<file path="config.mk">
export PLATFORM = sky130hd
export DESIGN_NAME = time_base_and_interval_timer
export DESIGN_NICKNAME = d
export VERILOG_FILES = /design/src/sv/tbit_pkg.sv /design/src/sv/time_base_and_interval_timer.sv /design/src/sv/tbit_core.sv
export SDC_FILE = /design/constraint.sdc
export NUM_CORES = 1
export LEC_CHECK = 0
export BUFFER_PORTS_ARGS = -buffer_cell sky130_fd_sc_hd__clkbuf_2
export CAP_MARGIN = 20
export CORE_MARGIN = 2
export CORE_UTILIZATION = 35
export CTS_CLUSTER_DIAMETER = 200
export CTS_CLUSTER_SIZE = 10
export DETAILED_ROUTE_END_ITERATION = 7
export PLACE_DENSITY = 0.52
export REMOVE_ABC_BUFFERS = 1
export SLEW_MARGIN = 0
export SYNTH_ARGS = -nofsm -noshare
export SYNTH_HDL_FRONTEND = slang
export SYNTH_SLANG_ARGS = --single-unit
</file>
<file path="constraint.sdc">
create_clock -name clk -period 3.2 [get_ports clk]
set_input_delay 0.64 -clock clk [delete_from_list [all_inputs] [get_ports clk]]
set_output_delay 0.64 -clock clk [all_outputs]
set_load 0.03 [all_outputs]
</file>
<file path="src/sv/tbit_pkg.sv">
package tbit_pkg;

  // Operation codes
  localparam logic [2:0] OP_TICK     = 3'd0;
  localparam logic [2:0] OP_WR_TB    = 3'd1;
  localparam logic [2:0] OP_RD_TB    = 3'd2;
  localparam logic [2:0] OP_WR_INTVL = 3'd3;
  localparam logic [2:0] OP_RD_INTVL = 3'd4;

  // Fixed widths
  localparam int OP_W     = 3;
  localparam int WORD_W   = 36;
  localparam int RD_LOW_W = 35;
  localparam int TB_W     = 59;
  localparam int PERIOD_W = 24;
  localparam int TTG_W    = 25;

  // Bit where the time base, shifted up by the hidden low bits, splits across the two words
  localparam int WORD_SPLIT = 35;

  typedef struct packed {
    logic [WORD_W-1:0]   read_high;
    logic [RD_LOW_W-1:0] read_low;
    logic                interval_done;
  } result_t;

endpackage

</file>
<file path="src/sv/time_base_and_interval_timer.sv">
// Machine timer: a 59-bit time base and a 24-bit interval timer with a signed
// time-to-go counter. Every input transfer (tick, time base write/read, interval
// write/read) gives exactly one output transfer. An item passes through the
// input register and then the result register, and a
// new item is taken every cycle as long as the output side keeps draining; the
// state update and result are a single add/compare/shift pass between the two
// registers. Reads return time base bits 58..23 and 22..0 (with the hidden low
// bits as zero), or the interval period shifted up by the hidden low bits.
module time_base_and_interval_timer #(
  parameter int TICK_STEP       = 10000,
  parameter int HIDDEN_LOW_BITS = 12
) (
  input  logic                            clk,
  input  logic                            rst,
  input  logic                            in_valid,
  output logic                            in_ready,
  input  logic [tbit_pkg::OP_W-1:0]       operation,
  input  logic [tbit_pkg::WORD_W-1:0]     word_high,
  input  logic [tbit_pkg::WORD_W-1:0]     word_low,
  output logic                            out_valid,
  input  logic                            out_ready,
  output logic [tbit_pkg::WORD_W-1:0]     read_high,
  output logic [tbit_pkg::RD_LOW_W-1:0]   read_low,
  output logic                            interval_done
);

  logic                          s1_valid;
  logic [tbit_pkg::OP_W-1:0]     s1_op;
  logic [tbit_pkg::WORD_W-1:0]   s1_high;
  logic [tbit_pkg::WORD_W-1:0]   s1_low;
  logic                          advance;
  tbit_pkg::result_t             res;

  // Stage 1 moves on whenever the result register is free or draining
  assign advance  = !out_valid || out_ready;
  assign in_ready = !s1_valid || advance;

  tbit_core #(
    .TICK_STEP       (TICK_STEP),
    .HIDDEN_LOW_BITS (HIDDEN_LOW_BITS)
  ) u_core (
    .clk       (clk),
    .rst       (rst),
    .en        (s1_valid && advance),
    .operation (s1_op),
    .word_high (s1_high),
    .word_low  (s1_low),
    .res       (res)
  );

  // Input register
  always_ff @(posedge clk) begin
    if (rst) begin
      s1_valid <= 1'b0;
    end else if (in_ready) begin
      s1_valid <= in_valid;
    end
  end

  always_ff @(posedge clk) begin
    if (in_valid && in_ready) begin
      s1_op   <= operation;
      s1_high <= word_high;
      s1_low  <= word_low;
    end
  end

  // Result register
  always_ff @(posedge clk) begin
    if (rst) begin
      out_valid <= 1'b0;
    end else if (advance) begin
      out_valid <= s1_valid;
    end
  end

  always_ff @(posedge clk) begin
    if (s1_valid && advance) begin
      read_high     <= res.read_high;
      read_low      <= res.read_low;
      interval_done <= res.interval_done;
    end
  end

endmodule

</file>
<file path="src/sv/tbit_core.sv">
module tbit_core #(
  parameter int TICK_STEP       = 10000,
  parameter int HIDDEN_LOW_BITS = 12
) (
  input  logic                           clk,
  input  logic                           rst,
  input  logic                           en,
  input  logic [tbit_pkg::OP_W-1:0]      operation,
  input  logic [tbit_pkg::WORD_W-1:0]    word_high,
  input  logic [tbit_pkg::WORD_W-1:0]    word_low,
  output tbit_pkg::result_t              res
);

  localparam int SHIFT_HI = tbit_pkg::WORD_SPLIT - HIDDEN_LOW_BITS;
  localparam logic [tbit_pkg::TB_W-1:0]  STEP_TB  = tbit_pkg::TB_W'(TICK_STEP);
  localparam logic [tbit_pkg::TTG_W:0]   STEP_TTG = (tbit_pkg::TTG_W + 1)'(TICK_STEP);

  logic [tbit_pkg::TB_W-1:0]     time_base, time_base_next;
  logic [tbit_pkg::PERIOD_W-1:0] interval_period, interval_period_next;
  logic [tbit_pkg::TTG_W-1:0]    time_to_go, time_to_go_next;

  logic [tbit_pkg::TB_W-1:0]     tb_wr;
  logic [tbit_pkg::WORD_W-1:0]   period_shr;
  logic [tbit_pkg::TB_W-1:0]     tb_shr;
  logic [tbit_pkg::TB_W-1:0]     tb_shl;
  logic [tbit_pkg::WORD_W-1:0]   period_shl;
  logic [tbit_pkg::TTG_W:0]      ttg_dec;
  logic                          expired;

  // Word shuffling for the time base and interval accesses
  assign tb_wr = ({{(tbit_pkg::TB_W - tbit_pkg::WORD_W){1'b0}}, word_high} << SHIFT_HI)
               | ({{(tbit_pkg::TB_W - tbit_pkg::RD_LOW_W){1'b0}},
                   word_low[tbit_pkg::RD_LOW_W-1:0]} >> HIDDEN_LOW_BITS);
  assign period_shr = word_high >> HIDDEN_LOW_BITS;
  assign tb_shr     = time_base >> SHIFT_HI;
  assign tb_shl     = time_base << HIDDEN_LOW_BITS;
  assign period_shl = {{(tbit_pkg::WORD_W - tbit_pkg::PERIOD_W){1'b0}}, interval_period}
                      << HIDDEN_LOW_BITS;

  // Signed time-to-go minus the step, one bit wider so it cannot wrap
  assign ttg_dec = {time_to_go[tbit_pkg::TTG_W-1], time_to_go} - STEP_TTG;
  assign expired = ttg_dec[tbit_pkg::TTG_W] || (ttg_dec == '0);

  // Next state and result
  always_comb begin
    time_base_next       = time_base;
    interval_period_next = interval_period;
    time_to_go_next      = time_to_go;
    res                  = '0;
    case (operation)
      tbit_pkg::OP_TICK: begin
        time_base_next = time_base + STEP_TB;
        if (interval_period != '0) begin
          if (expired) begin
            time_to_go_next   = {1'b0, interval_period};
            res.interval_done = 1'b1;
          end else begin
            time_to_go_next = ttg_dec[tbit_pkg::TTG_W-1:0];
          end
        end
      end
      tbit_pkg::OP_WR_TB: begin
        time_base_next = tb_wr;
      end
      tbit_pkg::OP_RD_TB: begin
        res.read_high = tb_shr[tbit_pkg::WORD_W-1:0];
        res.read_low  = tb_shl[tbit_pkg::RD_LOW_W-1:0];
      end
      tbit_pkg::OP_WR_INTVL: begin
        interval_period_next = period_shr[tbit_pkg::PERIOD_W-1:0];
        time_to_go_next      = {1'b0, period_shr[tbit_pkg::PERIOD_W-1:0]};
      end
      tbit_pkg::OP_RD_INTVL: begin
        res.read_high = period_shl;
      end
      default: begin
      end
    endcase
  end

  // Timer state, updated once per item as it retires
  always_ff @(posedge clk) begin
    if (rst) begin
      time_base       <= '0;
      interval_period <= '0;
      time_to_go      <= '0;
    end else if (en) begin
      time_base       <= time_base_next;
      interval_period <= interval_period_next;
      time_to_go      <= time_to_go_next;
    end
  end

endmodule

</file>
Yosys cells after proc, flatten, opt, wreduce, memory -nomap -nowiden
Index checks and enable logic that the tools add are counted.
Word-level totals
  flip-flop bits (word level): 256
  latch bits: 0
  bits in writable memories: 0
  memory bits (read-only): 0
  output and inout bits: 74
  word-level logic and storage cells: 42
  memories: 0
Cells by class
  add/subtract/negate cells: 2
  $mul: 0
  div/mod/pow operators: 0
  $lt $le $gt $ge: 0
  eq/ne operators: 5
  shifts and indexed selects: 0
  muxes and demuxes: 6
  bitwise gates (word level): 1
  reduce and logical (&&, ||, !) cells: 16
Operators with widths (number)
  case mux 59 bit (2 select lines): 1
  case mux 36 bit (2 select lines): 1
  adder 59 x 14 -> 59 bit, second input constant: 1
  bitwise OR 59 x 23 -> 59 bit: 1
  two-way mux 25 bit: 2
  case mux 25 bit (2 select lines): 1
  zero test 26 bit: 1
  subtractor 25 x 15 -> 26 bit, second input constant: 1
  nonzero test 24 bit: 1
  == test 3 x 2 -> 1 bit, second input constant: 2
  AND reduction 2 bit: 3
  nonzero test 2 bit: 2
  == test 3 x 1 -> 1 bit, second input constant: 1
  == test 3 bit, second input constant: 1
  zero test 3 bit: 1
  logical OR 1 bit: 3
  AND reduction 3 bit: 1
  logical AND 1 bit: 2
  zero test 1 bit: 2
  inequality test 2 x 1 -> 1 bit, second input constant: 1
  two-way mux 1 bit: 1

Longest topological paths before layout
Gate-level depths: netlist (run 1).
  depth after elaboration: 6
  mapped depth: 10
  gate-level depth less buffers: 9

Cells and area by module
A second synthesis (run 1) with hierarchy kept.
Unflattened totals
  cells, all modules: 1079
  area total of the unflattened synthesis: 11308.3 µm²
Modules (own cells, without submodules)
  tbit_core: times used 1, cells an instance 922, area an instance 6790.3 µm²
  time_base_and_interval_timer: times used 1, cells an instance 157, area an instance 4518.1 µm²

Worst setup path before layout (run 1)
No wires, ideal clock.
  path type: input port to flip-flop
  start point: input out_ready
  end point: register u_core.time_base[55] in the netlist's numbering
  library setup time: 0.092 ns
  arrival: 3.191 ns
  data required time: 3.108 ns
  path slack: -0.083 ns
  cell stages on the path: 8
  path buffers: 1
  cells stage by stage: nor2b_1 > nand2b_1 > inv_1 > nand2_1 > clkbuf_1 > nor2_1 > a311oi_1 > nor4_1
On the way
  cells in the longest elaborated chain, start to end: 3
Ends and longest elaborated chain
  from (decl): RTL line time_base_and_interval_timer.sv:21  | input logic out_ready,
  logical OR 1 bit: RTL line time_base_and_interval_timer.sv:35  | assign advance = !out_valid || out_ready;
  logical AND 1 bit: RTL line time_base_and_interval_timer.sv:44  | .en (s1_valid && advance),
  named net u_core.en: RTL line tbit_core.sv:7  | input logic en,
  AND reduction 2 bit (no source line)
  to (signal assigned): RTL line tbit_core.sv:88  | time_base <= time_base_next;
  to (decl): RTL line tbit_core.sv:18  | logic [tbit_pkg::TB_W-1:0] time_base, time_base_next;
The timed path passes the listed nets, and every way through them passes these cells.
A chain may end at the register's enable or synchronous reset.

Worst setup path after layout (run 1)
  start point: register u_core.time_to_go[4] in the netlist's numbering
  end point: register u_core.time_to_go[4] in the netlist's numbering
On the way
  cells in the longest elaborated chain, start to end: 6
Ends and longest elaborated chain
  from (decl): RTL line tbit_core.sv:20  | logic [tbit_pkg::TTG_W-1:0] time_to_go, time_to_go_next;
  from (signal assigned): RTL line tbit_core.sv:90  | time_to_go <= time_to_go_next;
  subtractor 25 x 15 -> 26 bit (*): RTL line tbit_core.sv:41  | assign ttg_dec = {time_to_go[tbit_pkg::TTG_W-1], time_to_go} - STEP_TTG;
  zero test 26 bit: RTL line tbit_core.sv:42  | assign expired = ttg_dec[tbit_pkg::TTG_W] || (ttg_dec == '0);
  logical OR 1 bit: RTL line tbit_core.sv:42
  two-way mux 25 bit (*): RTL line tbit_core.sv:54  | if (expired) begin
  two-way mux 25 bit (*): RTL line tbit_core.sv:53  | if (interval_period != '0) begin
  case mux 25 bit (2 select lines) (*): RTL line tbit_core.sv:50  | case (operation)
Every way passes the cells marked *; elsewhere a longest branch is shown, timed or not. The select of a mux whose other input is x is not followed.

==> flow_metrics.tcl, run 1 <==
set metrics [dict create \
    status "completed" \
    crit_arrival_ns 3.36 \
    sw_frac_of_total 0.2486 \
    netSwitchingPower_w 0.001646 \
    worstPathMaxFanout 10 \
    multi_input_area_um2 4572 \
    htreeDepth 1 \
    synth_common_cells "edfxtp_1, nand2_1, nor2_1" \
    cpPeakStageDelay_ns 0.51 \
    grt.met3_usage 0.02816 \
    cts_tree "yes" \
    core_area_um2 30510 \
    chipHeight_um 179.9 \
    antennaDiodeCount 0 \
    io_pins 153 \
    globalRouteOverflowTotal 0 \
    hpwlAfterDp_um 22960 \
    ys_warn_count 0 \
    pwr-share-clk 0.423 \
    ys_ff_latch 232 \
    viasPerCell 5.553 \
    synth_edf_count 122 \
    ant_nets 0 \
    max_freq_mhz 342.0 \
    worstMarginPinSlew_ns 0.9575 \
    worstPathRequired_ns 3.64 \
    rows 64 \
    grt_first_pass_wirelength_um 50810 \
    maxSlewViolCount 0 \
    grt_pass1_vias 8518 \
    grt.total_usage 0.1973 \
    dieArea_um2 32370 \
    post-cts-setup-buffers 0 \
    synth_cell_types 80 \
    setup_slack_ns 0.2758 \
    clkLatencyLatePin_ns 0.55 \
    rsz0062_at_grt "no" \
    yosysMostFrequentCell "edfxtp_1" \
    p_seq_frac 0.500 \
    register_area_um2 5866 \
    fp.dieW_um 179.9 \
    cts_made_buffers 27 \
    postLayoutCellArea_um2 12830 \
    clk_path_buf_depth 3 \
    start_util 0.3550 \
    cpMostUsedCell "buf_4" \
    preCtsSetupSlack_ns 0.2900 \
    pwr-share-comb 0.077 \
    cp_cell_sequence "inv_1 -> ha_1 -> nor3b_4 -> buf_4 -> mux2i_1 -> o22ai_2 -> nand4b_2 -> nor4_4 -> buf_4 -> o21ai_0 -> o311a_1" \
    ir_worst_vdd_uv 412.3 \
    cts.sinks 232 \
    antenna_found_initial 0 \
    cap_violations 0 \
    netlist.area_leader.share 0.3383 \
    p_leak_nw 4.469 \
    p_int_w 0.004974 \
    drtPass1Iterations 4 \
    use_met1 0.2923 \
    hold_buffers 0 \
    avgSynthCellArea_um2 9.855 \
    ys_seq_area_frac 0.5416 \
    final.period_utilization 0.9138 \
    cts_root_buffer "clkbuf_16" \
    fin_crit_ns 2.924 \
    final_nets 1315 \
    top_usage_layer "met2" \
    met2_usage 0.3019 \
    vias 9152 \
    cp-end-kind "flip-flop" \
    clkTransAtPathRegs_ns 0.06 \
    hold_viol 0 \
    critical_path_class "flip-flop to flip-flop" \
    cts_resized 0 \
    n_fill_cell 3039 \
    avgRoutedWirePerCell_um 19.94 \
    async_reset_ff_frac 0 \
    synthFlopType "edfxtp_1" \
    power_density_nw_per_um2 515.7 \
    syn-instance-count 1099 \
    place_area_um2 12060 \
    holdCritPathClass "input pin to flip-flop" \
    setup_tns_ns 0 \
    drt_iter0_markers 761 \
    hold_ws_ns 0.2663 \
    portBuffers 127 \
    area_growth_pct 18.51 \
    routed_wl_um 32870 \
    finalClockSkew_ns 0.01722 \
    synth_area_leader_cell "edfxtp_1" \
    synthTopCellsByArea "edfxtp_1, dfxtp_1, a21oi_1" \
    place.gp.congestion 0.8800 \
    syn_area_um2 10830 \
    setup_viol 0 \
    start_kind "flip-flop" \
    relSlewSlack 0.3617 \
    crit_slowest_cell "dfxtp_1" \
    grt_max_degree 47 \
    drc 0 \
    drive_gt1_frac 0.1933 \
]
==> path summary, 6_finish.rpt <==
check | startpoint | end | slack, ns | depth (start not counted)
worst max register to register | u_core.time_to_go[4] | u_core.time_to_go[4] | 0.28 | 11
worst max-delay path | u_core.time_to_go[4] | u_core.time_to_go[4] | 0.28 | 11
worst min-delay path | word_high[32] | s1_high[32] | 0.27 | 1
worst min register to register | u_core.time_base[3] | u_core.time_base[3] | 0.45 | 2
==> routing by layer <==
metal / vias up / routed length, um
met2: 284 / 14630
met4: 0 / 706
met3: 43 / 1800
met5: - / 0
li1: 4396 / -
met1: 4429 / 15730
==> power by group through the flow <==
stage	Combinational [W]	Clock [W]	Sequential [W]
6_report	0.000513	0.00280	0.00331
2_1_floorplan	0.000239	0	0.00340
3_5_place_dp	0.000514	0	0.00337
5_1_grt	0.000558	0.00299	0.00332
4_1_cts	0.000515	0.00286	0.00331
3_3_place_gp	0.000508	0	0.00337
==> cell type report <==
| class | count | share of cell area |
|---|---|---|
| sequential | 232 | 0.4570 |
| clock inverter | 2 | 0.002242 |
| clock buffer | 46 | 0.05820 |
| timing repair buffer | 179 | 0.08189 |
| multi-input combinational | 773 | 0.3562 |
| tap | 396 | 0.03860 |
| inverter | 20 | 0.005849 |
==> critical path, delay by kind of cell (launching register included) <==
kind            cells  cell delay (ns)
compound gates      3             0.57
fa+ha+maj           1             0.27
buf+inv             3             0.53
flops               1             0.51
mux                 1             0.12
simple gates        3             0.81
==> cells by family after synthesis <==
kind of cell | synth area share
and+or+nand+nor | 0.1914
AOI/OAI and AO/OA | 0.2119
DFF | 0.5416
buffers and inverters | 0.04205
xor gates and xnor gates | 0.006470
adders and majority gates | 0.003466
muxes | 0.002773
other | 0.0003462
==> state kept, by name, indices dropped and copies added, names as in the netlist, 3 cells and up <==
| signal | flops |
|---|---|
| read_high | 36 |
| read_low | 23 |
| s1_high | 36 |
| s1_low | 23 |
| s1_op | 3 |
| u_core.interval_period | 24 |
| u_core.time_base | 59 |
| u_core.time_to_go | 25 |
==> cell usage in the layout (no fill, tap or decap), types with 7 or more instances in the layout <==
| master | Yosys | layout |
|---|---|---|
| a211oi_1 | 21 | 20 |
| a21oi_1 | 91 | 91 |
| a221oi_1 | 13 | 13 |
| a22o_1 | 24 | 24 |
| a311oi_1 | 8 | 8 |
| a31oi_1 | 7 | 7 |
| and2_1 | 41 | 40 |
| and3_1 | 10 | 10 |
| buf_4 | 12 | 50 |
| clkbuf_1 | 60 | 19 |
| clkbuf_16 | 0 | 27 |
| clkbuf_2 | 1 | 126 |
| conb_1 | 1 | 12 |
| dfxtp_1 | 110 | 110 |
| edfxtp_1 | 122 | 122 |
| inv_1 | 19 | 18 |
| nand2_1 | 120 | 120 |
| nand3_1 | 31 | 31 |
| nand4_1 | 13 | 13 |
| nor2_1 | 111 | 111 |
| nor3_1 | 22 | 20 |
| nor4_1 | 29 | 29 |
| o211ai_1 | 15 | 15 |
| o21ai_0 | 64 | 64 |
| o221ai_1 | 8 | 8 |
| o22ai_1 | 11 | 11 |
| o31ai_1 | 8 | 8 |
| o32ai_1 | 7 | 7 |
==> metrics by stage <==
stage                     utilization  std cells  power, W
after floorplan                     -       1025  0.003639
after global placement         0.3953       1600  0.003879
after detailed placement       0.3953       1600  0.003884
after CTS                      0.4207       1648  0.006686
after global routing           0.4207       1648  0.006861
final                          0.4207       1648  0.006619
(Power assumes the default switching activity.)
==> run 2: changes to the inputs <==
SYNTH_HIERARCHICAL = 1   (was unset)
==> flow_metrics.tcl, run 2 <==
set metrics [dict create \
    hold_ws_ns 0.2601 \
    post-route-util 0.4227 \
    drc 0 \
    cts.sinks 244 \
    status "completed" \
    viasPerCell 5.454 \
    cts_resized 0 \
    register_area_um2 6226 \
    syn_area_um2 10920 \
    cts_made_buffers 28 \
    io_pins 153 \
    core_area_um2 30670 \
    cap_violations 0 \
    final_nets 1295 \
    portBuffers 139 \
    worstPathMaxFanout 15 \
    grt_first_pass_wirelength_um 50190 \
    chipHeight_um 180.6 \
    syn-instance-count 1066 \
    sw_frac_of_total 0.2473 \
    grt_pass1_vias 8462 \
    drive_gt1_frac 0.2026 \
    hold_depth 1 \
    routed_wl_um 32450 \
    reg2reg_depth 6 \
    vias 8890 \
    rsz0062_at_grt "no" \
    cp-end-kind "flip-flop" \
    mostFrequentLayoutCell "clkbuf_2" \
    finalClockSkew_ns 0.02713 \
    reg.largest.list "u_core/time_base x59, read_high x36, s1_high x36" \
    setup_tns_ns 0 \
    hold_viol 0 \
    avgRoutedWirePerCell_um 19.91 \
    pwr-share-comb 0.081 \
    setup_viol 0 \
    netSwitchingPower_w 0.001721 \
    largest_reg_flops 59 \
    multi_input_area_um2 4262 \
    top_register "u_core/time_base" \
    grt_max_degree 81 \
    rows 64 \
    antenna_found_initial 0 \
    clk_path_buf_depth 3 \
    power_density_nw_per_um2 536.9 \
    postLayoutCellArea_um2 12960 \
    cts_root_buffer "clkbuf_16" \
    max_freq_mhz 335.6 \
    fin_crit_ns 2.979 \
    drtPass1Iterations 5 \
    holdCritPathClass "input pin to flip-flop" \
    post-cts-setup-buffers 0 \
    ys_warn_count 6 \
    place.gp.congestion 0.8492 \
    maxSlewViolCount 0 \
    setup_slack_ns 0.2206 \
    final.period_utilization 0.9310 \
    p_seq_frac 0.502 \
    clkTransAtPathRegs_ns 0.07 \
    ir_worst_vdd_uv 462.1 \
    grt.total_usage 0.1934 \
    p_int_w 0.005239 \
    cts_tree "yes" \
    p_leak_nw 4.694 \
    hold_buffers 0 \
    start_kind "flip-flop" \
    hpwlAfterDp_um 21570 \
    start_util 0.3560 \
    pwr-share-clk 0.417 \
    globalRouteOverflowTotal 0 \
    fp.dieW_um 180.6 \
    dieArea_um2 32620 \
    ant_nets 0 \
    drt_iter0_markers 755 \
    antennaDiodeCount 0 \
    clkLatencyLatePin_ns 0.55 \
    avgSynthCellArea_um2 10.24 \
    crit_arrival_ns 3.36 \
    worstPathRequired_ns 3.58 \
    area_growth_pct 18.75 \
    final_cell_mix "clkbuf_2, edfxtp_1, nand2_1" \
    preCtsSetupSlack_ns 0.2424 \
    relSlewSlack 0.3040 \
    worstMarginPinSlew_ns 1.044 \
    place_area_um2 12160 \
    htreeDepth 1 \
    n_fill_cell 2987 \
    critical_path_class "flip-flop to flip-flop" \
]
==> run 2: routing by layer <==
layer  track usage  share of wire  routed length [um]  up-vias
li1              -              -                   -     4254
met5             0              0                   0        -
met1        0.2839           0.47               15190     4283
met2        0.3011           0.45               14590      305
met3       0.02486          0.061                1993       48
met4       0.05000          0.021                 673        0
==> run 2: final cells by class <==
| class | instances | area share |
|---|---|---|
| sequential | 244 | 0.4802 |
| inverter | 25 | 0.007238 |
| clock buffer | 49 | 0.06012 |
| tap | 396 | 0.03822 |
| multi-input combinational | 725 | 0.3287 |
| clock inverter | 2 | 0.001930 |
| timing repair buffer | 189 | 0.08357 |
==> run 2: critical path: stages, from the launching register on <==
cell and delay (ns):
dfxtp_1 0.36, nor4_1 0.57, nand4_1 0.21, o211ai_1 0.48, a21oi_1 0.39, nand3_1 0.59
o221ai_1 0.22
==> run 2: worst paths after layout <==
kind / endpoint / slack, ns / startpoint
min reg2reg: u_core/time_base[3] / 0.45 / u_core/time_base[3]
max reg2reg: u_core/time_to_go[14] / 0.22 / u_core/interval_period[7]
max: u_core/time_to_go[14] / 0.22 / u_core/interval_period[7]
min: s1_low[20] / 0.26 / word_low[20]
==> run 2: power groups by stage <==
| stage | sequential, W | combinational (W) | clock [W] |
|---|---|---|---|
| 3_3_place_gp | 0.00356 | 0.000560 | 0 |
| 2_1_floorplan | 0.00361 | 0.000249 | 0 |
| 6_report | 0.00350 | 0.000563 | 0.00290 |
| 3_5_place_dp | 0.00356 | 0.000565 | 0 |
| 4_1_cts | 0.00350 | 0.000567 | 0.00298 |
| 5_1_grt | 0.00351 | 0.000611 | 0.00310 |
==> run 2: through the flow <==
stage               std cells  power, W
floorplan                 994  0.003854
CTS                      1630  0.007044
detailed placement       1579  0.004128
global placement         1579  0.004124
global route             1630  0.007220
finish                   1630  0.006960
